## src/hw/rtl/ftcr_pkg.sv

```systemverilog
// Shared types, codes and constants of the frame table clock replacer.
package ftcr_pkg;

    localparam int MAX_FRAMES_DEF = 64;
    localparam int PAGE_BYTES_DEF = 4096;

    localparam logic [31:0] RESERVED_PAGE = 32'd1;

    localparam logic [1:0] OP_MAP   = 2'd0;
    localparam logic [1:0] OP_REL   = 2'd1;
    localparam logic [1:0] OP_FREE  = 2'd2;
    localparam logic [1:0] OP_UNDEF = 2'd3;

    localparam logic [2:0] ST_HIT    = 3'd0;
    localparam logic [2:0] ST_FREE   = 3'd1;
    localparam logic [2:0] ST_VICTIM = 3'd2;
    localparam logic [2:0] ST_NOTF   = 3'd3;
    localparam logic [2:0] ST_NOVIC  = 3'd4;
    localparam logic [2:0] ST_FREED  = 3'd5;

    localparam int FL_V = 0;
    localparam int FL_R = 1;
    localparam int FL_T = 2;

    localparam int          ADDR_W    = 3;
    localparam logic [2:0]  ADDR_AF   = 3'd0;
    localparam logic [2:0]  ADDR_BASE = 3'd4;
    localparam logic [6:0]  AF_RESET  = 7'd64;
    localparam logic [6:0]  CNT_MAX   = 7'd127;

    typedef struct packed {
        logic [1:0]  opcode;
        logic [31:0] page_address;
        logic [14:0] process_id;
    } t_in;

    typedef struct packed {
        logic [2:0]  status;
        logic [5:0]  frame_index;
        logic [31:0] phys_address;
        logic        evicted_valid;
        logic [31:0] evicted_page;
        logic [14:0] evicted_process;
        logic [6:0]  freed_count;
    } t_out;

    typedef struct packed {
        logic [2:0]  flags;
        logic [31:0] page;
        logic [14:0] owner;
    } t_entry;

    typedef struct packed {
        logic match;
        logic free_slot;
        logic skip;
        logic refd;
        logic valid;
        logic own;
    } t_cmp;

endpackage

```

## src/hw/rtl/ftcr_cmp.sv

```systemverilog
// Shared entry compare unit: classifies one table entry against the request key.
module ftcr_cmp (
    input  ftcr_pkg::t_entry i_entry,
    input  logic [31:0]      i_page,
    input  logic [14:0]      i_pid,
    output ftcr_pkg::t_cmp   o_cmp
);
    logic valid;
    logic rsvd;

    assign valid = i_entry.flags[ftcr_pkg::FL_V];
    assign rsvd  = (i_entry.page == ftcr_pkg::RESERVED_PAGE);

    always_comb begin
        o_cmp.valid     = valid;
        o_cmp.match     = valid && (i_entry.page == i_page) && (i_entry.owner == i_pid);
        o_cmp.free_slot = !valid && !rsvd;
        o_cmp.skip      = i_entry.flags[ftcr_pkg::FL_T] || rsvd;
        o_cmp.refd      = i_entry.flags[ftcr_pkg::FL_R];
        o_cmp.own       = valid && (i_entry.owner == i_pid) && !rsvd;
    end
endmodule

```

## src/hw/rtl/ftcr_mem.sv

```systemverilog
// Frame table memory: one write port and one registered read port.
module ftcr_mem #(
    parameter int MAX_FRAMES = ftcr_pkg::MAX_FRAMES_DEF
) (
    input  logic                          i_clk,
    input  logic                          i_we,
    input  logic [$clog2(MAX_FRAMES)-1:0] i_waddr,
    input  ftcr_pkg::t_entry              i_wdata,
    input  logic                          i_re,
    input  logic [$clog2(MAX_FRAMES)-1:0] i_raddr,
    output ftcr_pkg::t_entry              o_rdata
);
    ftcr_pkg::t_entry r_mem [MAX_FRAMES];
    ftcr_pkg::t_entry r_rdata;

    always_ff @(posedge i_clk) begin
        if (i_we) begin
            r_mem[i_waddr] <= i_wdata;
        end
        if (i_re) begin
            r_rdata <= r_mem[i_raddr];
        end
    end

    assign o_rdata = r_rdata;
endmodule

```

## src/hw/rtl/frame_table_clock_replacer.sv

```systemverilog
// Top level of the frame table clock replacer: sequencer, registers and output stage.
//
// Input channel (i_in_valid / o_in_ready / i_in) takes one request word: map a page,
// release a page from the TLB, or free every page of a process. The output channel
// (o_out_valid / i_out_ready / o_out) returns exactly one result word per request.
// Registers active_frames and frame_base_address sit on the APB port at 0x0 and 0x4.
//
// Map, release and free requests scan the frame table entry by entry over n entries, with
// n the active frame count: a memory read, then a compare in the shared compare unit. A
// map miss with no free frame adds a clock sweep of up to 3*n entries, each again read
// and then compared. Opcode 3 goes straight to the output stage without a scan.
// The block takes one request at a time and is not ready while one is in work.
//
// After reset the table is cleared, one entry per cycle over all MAX_FRAMES entries,
// during which no request is taken. A finished result is held in the output register
// while the receiver stalls; the block may meanwhile accept and work on the next
// request, but waits with its result until that register is free.
module frame_table_clock_replacer #(
    parameter int MAX_FRAMES = ftcr_pkg::MAX_FRAMES_DEF,
    parameter int PAGE_BYTES = ftcr_pkg::PAGE_BYTES_DEF
) (
    input  logic                        i_clk,
    input  logic                        i_rst_n,
    input  logic                        psel,
    input  logic                        penable,
    input  logic                        pwrite,
    input  logic [ftcr_pkg::ADDR_W-1:0] paddr,
    input  logic [31:0]                 pwdata,
    output logic [31:0]                 prdata,
    output logic                        pready,
    input  logic                        i_in_valid,
    output logic                        o_in_ready,
    input  ftcr_pkg::t_in               i_in,
    output logic                        o_out_valid,
    input  logic                        i_out_ready,
    output ftcr_pkg::t_out              o_out
);
    localparam int FI_W = $clog2(MAX_FRAMES);
    localparam int CW   = FI_W + 1;
    localparam int SW   = $clog2(3 * MAX_FRAMES + 1);

    localparam logic [3:0] S_CLR  = 4'd0;
    localparam logic [3:0] S_IDLE = 4'd1;
    localparam logic [3:0] S_RD   = 4'd2;
    localparam logic [3:0] S_EV   = 4'd3;
    localparam logic [3:0] S_ERD  = 4'd4;
    localparam logic [3:0] S_EEV  = 4'd5;
    localparam logic [3:0] S_OUT  = 4'd6;

    logic [3:0]       r_state;
    logic [6:0]       r_af;
    logic [31:0]      r_base;
    logic [1:0]       r_op;
    logic [31:0]      r_page;
    logic [14:0]      r_pid;
    logic [CW-1:0]    r_n;
    logic [SW-1:0]    r_lim;
    logic [SW-1:0]    r_steps;
    logic [FI_W-1:0]  r_idx;
    logic [FI_W-1:0]  r_pos;
    logic [FI_W-1:0]  r_hand;
    logic             r_hit;
    logic [FI_W-1:0]  r_midx;
    ftcr_pkg::t_entry r_ment;
    logic             r_hasfree;
    logic [FI_W-1:0]  r_fidx;
    logic [2:0]       r_fflags;
    logic [6:0]       r_cnt;
    ftcr_pkg::t_out   r_res;
    logic [FI_W-1:0]  r_ridx;
    logic             r_out_valid;
    ftcr_pkg::t_out   r_out;

    logic             mem_we;
    logic [FI_W-1:0]  mem_waddr;
    ftcr_pkg::t_entry mem_wdata;
    logic             mem_re;
    logic [FI_W-1:0]  mem_raddr;
    ftcr_pkg::t_entry rd;
    ftcr_pkg::t_cmp   cmp;

    logic             in_acc;
    logic             cfg_wr;
    logic [31:0]      af32;
    logic [CW-1:0]    n_cnt;
    logic             idx_last;
    logic [FI_W-1:0]  pos_next;
    logic             eff_hit;
    logic [FI_W-1:0]  eff_midx;
    ftcr_pkg::t_entry eff_ment;
    logic             eff_free;
    logic [FI_W-1:0]  eff_fidx;
    logic [2:0]       eff_fflags;
    logic             victim;
    logic             out_free;
    logic [31:0]      out_phys;

    ftcr_mem #(.MAX_FRAMES(MAX_FRAMES)) u_mem (
        .i_clk  (i_clk),
        .i_we   (mem_we),
        .i_waddr(mem_waddr),
        .i_wdata(mem_wdata),
        .i_re   (mem_re),
        .i_raddr(mem_raddr),
        .o_rdata(rd)
    );

    ftcr_cmp u_cmp (
        .i_entry(rd),
        .i_page (r_page),
        .i_pid  (r_pid),
        .o_cmp  (cmp)
    );

    assign pready     = 1'b1;
    assign o_in_ready = (r_state == S_IDLE);
    assign in_acc     = i_in_valid && o_in_ready;
    assign cfg_wr     = psel && penable && pwrite;
    assign out_free   = !r_out_valid || i_out_ready;

    always_comb begin
        case (paddr)
            ftcr_pkg::ADDR_AF:   prdata = {25'd0, r_af};
            ftcr_pkg::ADDR_BASE: prdata = r_base;
            default:             prdata = 32'd0;
        endcase
    end

    // Active frame count, clamped to 1..MAX_FRAMES.
    assign af32  = {25'd0, r_af};
    assign n_cnt = (af32 == 32'd0) ? CW'(1) :
                   (af32 > 32'(MAX_FRAMES)) ? CW'(MAX_FRAMES) : CW'(af32);

    assign idx_last = (CW'(r_idx) + CW'(1) == r_n);
    assign pos_next = (CW'(r_pos) + CW'(1) == r_n) ? '0 : FI_W'(CW'(r_pos) + CW'(1));

    // The last entry of the scan may itself be the first match or free frame.
    assign eff_hit    = r_hit || cmp.match;
    assign eff_midx   = r_hit ? r_midx : r_idx;
    assign eff_ment   = r_hit ? r_ment : rd;
    assign eff_free   = r_hasfree || cmp.free_slot;
    assign eff_fidx   = r_hasfree ? r_fidx : r_idx;
    assign eff_fflags = r_hasfree ? r_fflags : rd.flags;
    assign victim     = !cmp.skip && !cmp.refd;

    always_comb begin
        mem_we    = 1'b0;
        mem_waddr = r_idx;
        mem_wdata = '0;
        mem_re    = 1'b0;
        mem_raddr = r_idx;
        case (r_state)
            S_CLR: begin
                mem_we = 1'b1;
            end
            S_RD: begin
                mem_re = 1'b1;
            end
            S_ERD: begin
                mem_re    = 1'b1;
                mem_raddr = r_pos;
            end
            S_EV: begin
                if (r_op == ftcr_pkg::OP_FREE) begin
                    mem_we = cmp.own;
                end else if (idx_last && eff_hit) begin
                    mem_we    = 1'b1;
                    mem_waddr = eff_midx;
                    mem_wdata = eff_ment;
                    if (r_op == ftcr_pkg::OP_MAP) begin
                        mem_wdata.flags[ftcr_pkg::FL_T] = 1'b1;
                    end else begin
                        mem_wdata.flags[ftcr_pkg::FL_T] = 1'b0;
                        mem_wdata.flags[ftcr_pkg::FL_R] = 1'b1;
                    end
                end else if (idx_last && eff_free && r_op == ftcr_pkg::OP_MAP) begin
                    mem_we          = 1'b1;
                    mem_waddr       = eff_fidx;
                    mem_wdata.flags = eff_fflags;
                    mem_wdata.flags[ftcr_pkg::FL_V] = 1'b1;
                    mem_wdata.flags[ftcr_pkg::FL_T] = 1'b1;
                    mem_wdata.page  = r_page;
                    mem_wdata.owner = r_pid;
                end
            end
            S_EEV: begin
                mem_waddr = r_pos;
                if (!cmp.skip) begin
                    mem_we = 1'b1;
                    if (victim) begin
                        mem_wdata.flags = rd.flags;
                        mem_wdata.flags[ftcr_pkg::FL_V] = 1'b1;
                        mem_wdata.flags[ftcr_pkg::FL_T] = 1'b1;
                        mem_wdata.page  = r_page;
                        mem_wdata.owner = r_pid;
                    end else begin
                        mem_wdata = rd;
                        mem_wdata.flags[ftcr_pkg::FL_R] = 1'b0;
                    end
                end
            end
            default: begin
                mem_we = 1'b0;
            end
        endcase
    end

    always_ff @(posedge i_clk) begin
        if (!i_rst_n) begin
            r_state     <= S_CLR;
            r_idx       <= '0;
            r_hand      <= '0;
            r_af        <= ftcr_pkg::AF_RESET;
            r_base      <= 32'd0;
            r_out_valid <= 1'b0;
        end else begin
            if (cfg_wr && paddr == ftcr_pkg::ADDR_AF) begin
                r_af <= pwdata[6:0];
            end
            if (cfg_wr && paddr == ftcr_pkg::ADDR_BASE) begin
                r_base <= pwdata;
            end
            if (r_state == S_OUT && out_free) begin
                r_out_valid <= 1'b1;
            end else if (i_out_ready) begin
                r_out_valid <= 1'b0;
            end

            case (r_state)
                S_CLR: begin
                    r_idx <= r_idx + 1'b1;
                    if (r_idx == FI_W'(MAX_FRAMES - 1)) begin
                        r_state <= S_IDLE;
                    end
                end
                S_IDLE: begin
                    if (in_acc) begin
                        r_op        <= i_in.opcode;
                        r_page      <= i_in.page_address;
                        r_pid       <= i_in.process_id;
                        r_n         <= n_cnt;
                        r_lim       <= SW'(3) * SW'(n_cnt);
                        r_idx       <= '0;
                        r_hit       <= 1'b0;
                        r_hasfree   <= 1'b0;
                        r_cnt       <= '0;
                        r_res       <= {ftcr_pkg::ST_NOTF, {($bits(ftcr_pkg::t_out) - 3){1'b0}}};
                        r_ridx      <= '0;
                        if (i_in.opcode == ftcr_pkg::OP_MAP || i_in.opcode == ftcr_pkg::OP_REL
                                || i_in.opcode == ftcr_pkg::OP_FREE) begin
                            r_state <= S_RD;
                        end else begin
                            r_state <= S_OUT;
                        end
                    end
                end
                S_RD: begin
                    r_state <= S_EV;
                end
                S_EV: begin
                    if (cmp.match && !r_hit) begin
                        r_hit  <= 1'b1;
                        r_midx <= r_idx;
                        r_ment <= rd;
                    end
                    if (cmp.free_slot && !r_hasfree) begin
                        r_hasfree <= 1'b1;
                        r_fidx    <= r_idx;
                        r_fflags  <= rd.flags;
                    end
                    if (r_op == ftcr_pkg::OP_FREE && cmp.own && r_cnt != ftcr_pkg::CNT_MAX) begin
                        r_cnt <= r_cnt + 1'b1;
                    end
                    if (!idx_last) begin
                        r_idx   <= r_idx + 1'b1;
                        r_state <= S_RD;
                    end else if (r_op == ftcr_pkg::OP_FREE) begin
                        r_res.status      <= ftcr_pkg::ST_FREED;
                        r_res.freed_count <= (cmp.own && r_cnt != ftcr_pkg::CNT_MAX) ?
                                             r_cnt + 1'b1 : r_cnt;
                        r_state           <= S_OUT;
                    end else if (eff_hit) begin
                        r_res.status <= ftcr_pkg::ST_HIT;
                        r_ridx       <= eff_midx;
                        r_state      <= S_OUT;
                    end else if (r_op == ftcr_pkg::OP_REL) begin
                        r_state <= S_OUT;
                    end else if (eff_free) begin
                        r_res.status <= ftcr_pkg::ST_FREE;
                        r_ridx       <= eff_fidx;
                        r_state      <= S_OUT;
                    end else begin
                        r_pos   <= (CW'(r_hand) < r_n) ? r_hand : '0;
                        r_steps <= '0;
                        r_state <= S_ERD;
                    end
                end
                S_ERD: begin
                    r_state <= S_EEV;
                end
                S_EEV: begin
                    if (victim) begin
                        r_res.status <= ftcr_pkg::ST_VICTIM;
                        r_ridx       <= r_pos;
                        r_hand       <= pos_next;
                        if (cmp.valid) begin
                            r_res.evicted_valid   <= 1'b1;
                            r_res.evicted_page    <= rd.page;
                            r_res.evicted_process <= rd.owner;
                        end
                        r_state <= S_OUT;
                    end else begin
                        r_pos   <= pos_next;
                        r_steps <= r_steps + 1'b1;
                        if (r_steps + SW'(1) == r_lim) begin
                            r_res.status <= ftcr_pkg::ST_NOVIC;
                            r_state      <= S_OUT;
                        end else begin
                            r_state <= S_ERD;
                        end
                    end
                end
                S_OUT: begin
                    if (out_free) begin
                        r_state <= S_IDLE;
                    end
                end
                default: begin
                    r_state <= S_IDLE;
                end
            endcase
        end
    end

    // Output word; the physical address exists only when a frame was chosen.
    assign out_phys = (r_res.status == ftcr_pkg::ST_HIT || r_res.status == ftcr_pkg::ST_FREE
                       || r_res.status == ftcr_pkg::ST_VICTIM) ?
                      32'(r_base + 32'(r_ridx) * 32'(PAGE_BYTES)) : 32'd0;

    always_ff @(posedge i_clk) begin
        if (r_state == S_OUT && out_free) begin
            r_out <= {r_res.status, 6'(r_ridx), out_phys, r_res.evicted_valid,
                      r_res.evicted_page, r_res.evicted_process, r_res.freed_count};
        end
    end

    assign o_out_valid = r_out_valid;
    assign o_out       = r_out;

    a_clr_blocks: assert property (@(posedge i_clk) disable iff (!i_rst_n)
        r_state == S_CLR |-> !o_in_ready)
        else $error("request taken during table clear");

    a_acc_busy: assert property (@(posedge i_clk) disable iff (!i_rst_n)
        in_acc |=> !o_in_ready)
        else $error("ready right after accepting a request");

    a_sweep_bound: assert property (@(posedge i_clk) disable iff (!i_rst_n)
        (r_state == S_ERD || r_state == S_EEV) |-> r_steps < r_lim)
        else $error("clock sweep ran past three passes");

    a_out_load: assert property (@(posedge i_clk) disable iff (!i_rst_n)
        (r_state == S_OUT && r_out_valid && !i_out_ready) |=> r_state == S_OUT)
        else $error("result dropped while output stalled");
endmodule

```

## config.mk

```make
export PLATFORM = sky130hd
export DESIGN_NAME = frame_table_clock_replacer
export DESIGN_NICKNAME = d
export VERILOG_FILES = /design/src/hw/rtl/ftcr_pkg.sv /design/src/hw/rtl/ftcr_cmp.sv /design/src/hw/rtl/ftcr_mem.sv /design/src/hw/rtl/frame_table_clock_replacer.sv
export SDC_FILE = /design/constraint.sdc
export NUM_CORES = 2
export LEC_CHECK = 0
export BUFFER_PORTS_ARGS = -buffer_cell sky130_fd_sc_hd__buf_4
export CORE_ASPECT_RATIO = 0.6
export CORE_UTILIZATION = 45
export DETAILED_ROUTE_END_ITERATION = 12
export GPL_ROUTABILITY_DRIVEN = 0
export PLACE_DENSITY_LB_ADDON = 0.12
export SLEW_MARGIN = 25
export SYNTH_ARGS = -nofsm -noshare
export SYNTH_HDL_FRONTEND = slang
export SYNTH_SLANG_ARGS = --single-unit
```

## constraint.sdc

```tcl
create_clock -name i_clk -period 23.6 [get_ports i_clk]
set_input_delay 1.18 -clock i_clk [delete_from_list [all_inputs] [get_ports i_clk]]
set_output_delay 1.18 -clock i_clk [all_outputs]
set_load 0.005 [all_outputs]
```

==> results.json <==
{
  "io_pins": 222,
  "cp.required_ps": 24230,
  "rsz0062_at_grt": "false",
  "yosys_warnings": 0,
  "skew_ps": 83.5,
  "seq_area_frac_synth_pct": 75.7,
  "cp_max_fo": 90,
  "met2_length_um": 184000,
  "viasPerCell": 6.28,
  "fmax_mhz": 126,
  "cts.path.max_buffers": 4,
  "drive_above_1_share_pct": 26.4,
  "synthFlopType": "edfxtp_1",
  "synth_xor_area_share_pct": 0.657,
  "tns_ps": 0,
  "synthAdderAreaFrac_pct": 0.212,
  "synth-simple-area-share_pct": 2.06,
  "area_growth_pct": 13.8,
  "dieWidth_um": 729,
  "drt-met1-wl_um": 192000,
  "routed_wl_um": 430000,
  "synth_compound_area_share_pct": 1.39,
  "whs_path_depth": 0,
  "clockRootBuffer": "clkbuf_16",
  "finalCritPeriodShare_pct": 33.7,
  "route.met3.wl_um": 42600,
  "synthTopCellsByArea": "edfxtp_1 75%, mux4_2 13%, mux2i_1 6.1%",
  "critical_path.startpoint_type": "flip-flop",
  "fin_util_pct": 51.7,
  "hold_path.class": "flip-flop to flip-flop",
  "p_total_mw": 12.9,
  "holdCritStartpoint": "r_res[30]",
  "synth.avg_cell_area_um2": 21.4,
  "rows": 159,
  "ctsHoldBuffers": 0,
  "synthMuxAreaShare_pct": 18.8,
  "synth_top_area_share_pct": 75.0,
  "synth-edff-count": 3558,
  "drv_cap": 0,
  "antenna_found_initial": 17,
  "nets": 7280,
  "post_cts_buffers": 0,
  "regToRegSetupSlack_ps": 15660,
  "clk_latency_ps": 930,
  "grt_pass1_vias": 71100,
  "postRouteAntennaNets": 0,
  "first_pass_iters": 6,
  "vias": 73000,
  "postPlaceCellArea_um2": 151000,
  "p_leak_nw": 50.0,
  "holdPathEnd": "o_out[30]",
  "cts_sinks": 3613,
  "fp.coreArea_um2": 314000,
  "drcViolationCount": 0,
  "hold_viol": 0,
  "ctsResizeCount": 0,
  "die_y_um": 438,
  "ys_seq_elements": 3613,
  "timing.rr.start": "r_state[1]",
  "status": "finished clean",
  "synth_cell_type_count": 93,
  "cts_buffers": 339,
  "cts_tree": "yes",
  "tightestPinTransition_ps": 1170,
  "final_area_um2": 162000,
  "top_layer_used": "met5",
  "fin_crit_ps": 7940,
  "synth.cell_area_um2": 143000,
  "synth_top_family_by_area": "multiplexers",
  "first_iter_violations": 10100,
  "grt_max_degree": 126,
  "drv_slew": 0,
  "cp-end-kind": "flip-flop",
  "cts.clk_slew.worst_paths_ps": 60,
  "dieArea_um2": 319000,
  "nFillCells": 24700,
  "reg2reg_to": "u_mem.o_rdata[40]",
  "timing.hold.ws_ps": 419,
  "synth_top_area_cell": "edfxtp_1",
  "htree_levels": 5,
  "syn_nets": 6783,
  "ff2ff_path_depth": 13,
  "grt_pass1_wl_um": 587000,
  "ir_drop_mv": 0.0609,
  "start_util_pct": 45.4,
  "port_buffers": 220,
  "arrival_ps": 8580,
  "dpl.hpwl_um": 240000,
  "powerDensity_nw_per_um2": 79.7,
  "slew_headroom_pct": 22.2,
  "postSynthCellCount": 6669,
  "grtUsageTotal_pct": 26.6,
  "setup_violations": 0,
  "async_flop_share_pct": 0,
  "wl_per_cell_um": 37.0,
  "grt-ovfl-total": 0,
  "critPathKind": "flip-flop to flip-flop"
}
-- cell usage in the layout, fill, tap and decap left out, drive strengths merged, types with 6 or more instances in the layout --
master,instances
nand3,28
nand4,32
xnor2,84
nand2,107
inv,44
a211o,48
nor4,55
buf,514
or2,7
and3,13
bufinv,34
clkbuf,420
nor2,143
ha,21
nor2b,14
and2,86
o21a,9
nand2b,10
a21o,13
dfxtp,55
a31oi,7
xor2,23
or3,9
a211oi,6
edfxtp,3558
o22ai,14
nor3,49
mux4,800
o21ai,75
clkinv,143
mux2i,871
clkinvlp,7
a21oi,71
-- per-stage QoR --
step | instances | setup WS [ps]
after CTS | 11600 | 15430
final | 11600 | 15660
after floorplan | 6669 | 15680
after detailed placement | 11000 | 15430
after global routing | 11600 | 14900
after global placement | 11000 | 15410
-- layer usage --
| metal | GRT usage (%) | up-vias |
|---|---|---|
| li1 | - | 28700 |
| met4 | 6.42 | 6 |
| met2 | 37.9 | 3858 |
| met5 | 0 | - |
| met1 | 42.0 | 39800 |
| met3 | 5.78 | 555 |
-- worst max-delay path by stage --
stage | startpoint | end | slack, ps | cells after the start
after floorplan | r_idx[0] | u_mem.r_mem[11][0] | 15680 | 10
after global placement | r_state[1] | u_mem.o_rdata[40] | 15410 | 13
after detailed placement | r_state[1] | u_mem.o_rdata[40] | 15430 | 13
after CTS | r_state[1] | u_mem.o_rdata[40] | 15430 | 13
after global routing | r_state[1] | u_mem.o_rdata[40] | 14900 | 13
final | r_state[1] | u_mem.o_rdata[40] | 15660 | 13
-- cells by family after synthesis --
kind of cell,after synthesis
mux,1674
other cells,1
compound gates,288
xor+xnor,107
simple gates,568
buf+inv,395
fa+ha+maj,23
flops,3613
-- report_power, final --
part / total, mW / switching (mW) / internal [mW] / leakage [nW]
Sequential: 6.99 / 0.00862 / 6.98 / 27.3
Combinational: 0.481 / 0.290 / 0.191 / 17.4
Clock: 5.47 / 2.41 / 3.06 / 5.28
Total: 12.9 / 2.71 / 10.2 / 50.0
-- worst max-delay path, cell delays in order (launching register included) --
cell	delay [ps]
dfxtp_1	570
nand2b_1	390
nor2_2	720
mux2i_4	940
buf_12	700
buf_4	740
buf_4	610
buf_4	730
buf_4	760
mux4_2	590
mux2i_1	190
mux2i_1	110
mux2i_1	250
mux2i_1	100
-- synth_stat cells, types with 3 or more instances --
cell      instances
a211o_1          47
a211oi_1          6
a21o_1           12
a21oi_1          71
a221oi_2          4
a31o_2            3
a31oi_1           7
and2_1           85
and3_1           12
buf_1            79
buf_2            94
buf_6             3
clkbuf_1        175
clkbuf_8          4
dfxtp_1          55
edfxtp_1       3558
ha_1             21
inv_1            35
mux2_2            3
mux2i_1         871
mux4_2          800
nand2_1         105
nand2b_1         10
nand3_1          26
nand3b_1          3
nand4_1          32
nor2_1          142
nor2b_1          14
nor3_1           47
nor4_1           54
o211ai_1          4
o21a_1            8
o21ai_0          65
o21ai_1           8
o21bai_1          5
o22ai_1          14
or2_2             5
or3_1             8
or4_4             3
xnor2_1          84
xor2_1           23
-- flip-flops by register name, summed over array words and instances (netlist names), 7 cells and up --
signal	flops
o_out	96
r_af	7
r_base	32
r_cnt	7
r_lim	7
r_ment	49
r_n	7
r_page	32
r_pid	15
r_res	58
r_steps	8
u_mem.o_rdata	50
u_mem.r_mem	3200
-- area by class of cell --
type / count / area [um^2] / share of cell area [%]
Timing Repair Buffer: 514 / 4110 / 2.53
Tap cell: 4186 / 5240 / 3.23
Clock inverter: 191 / 1860 / 1.15
Sequential cell: 3613 / 108000 / 66.5
Antenna cell: 4 / 10.0 / 0.00617
Inverter: 37 / 140 / 0.0864
Clock buffer: 420 / 8910 / 5.49
Multi-Input combinational cell: 2661 / 34000 / 21.0
(Power assumes the default switching activity.)
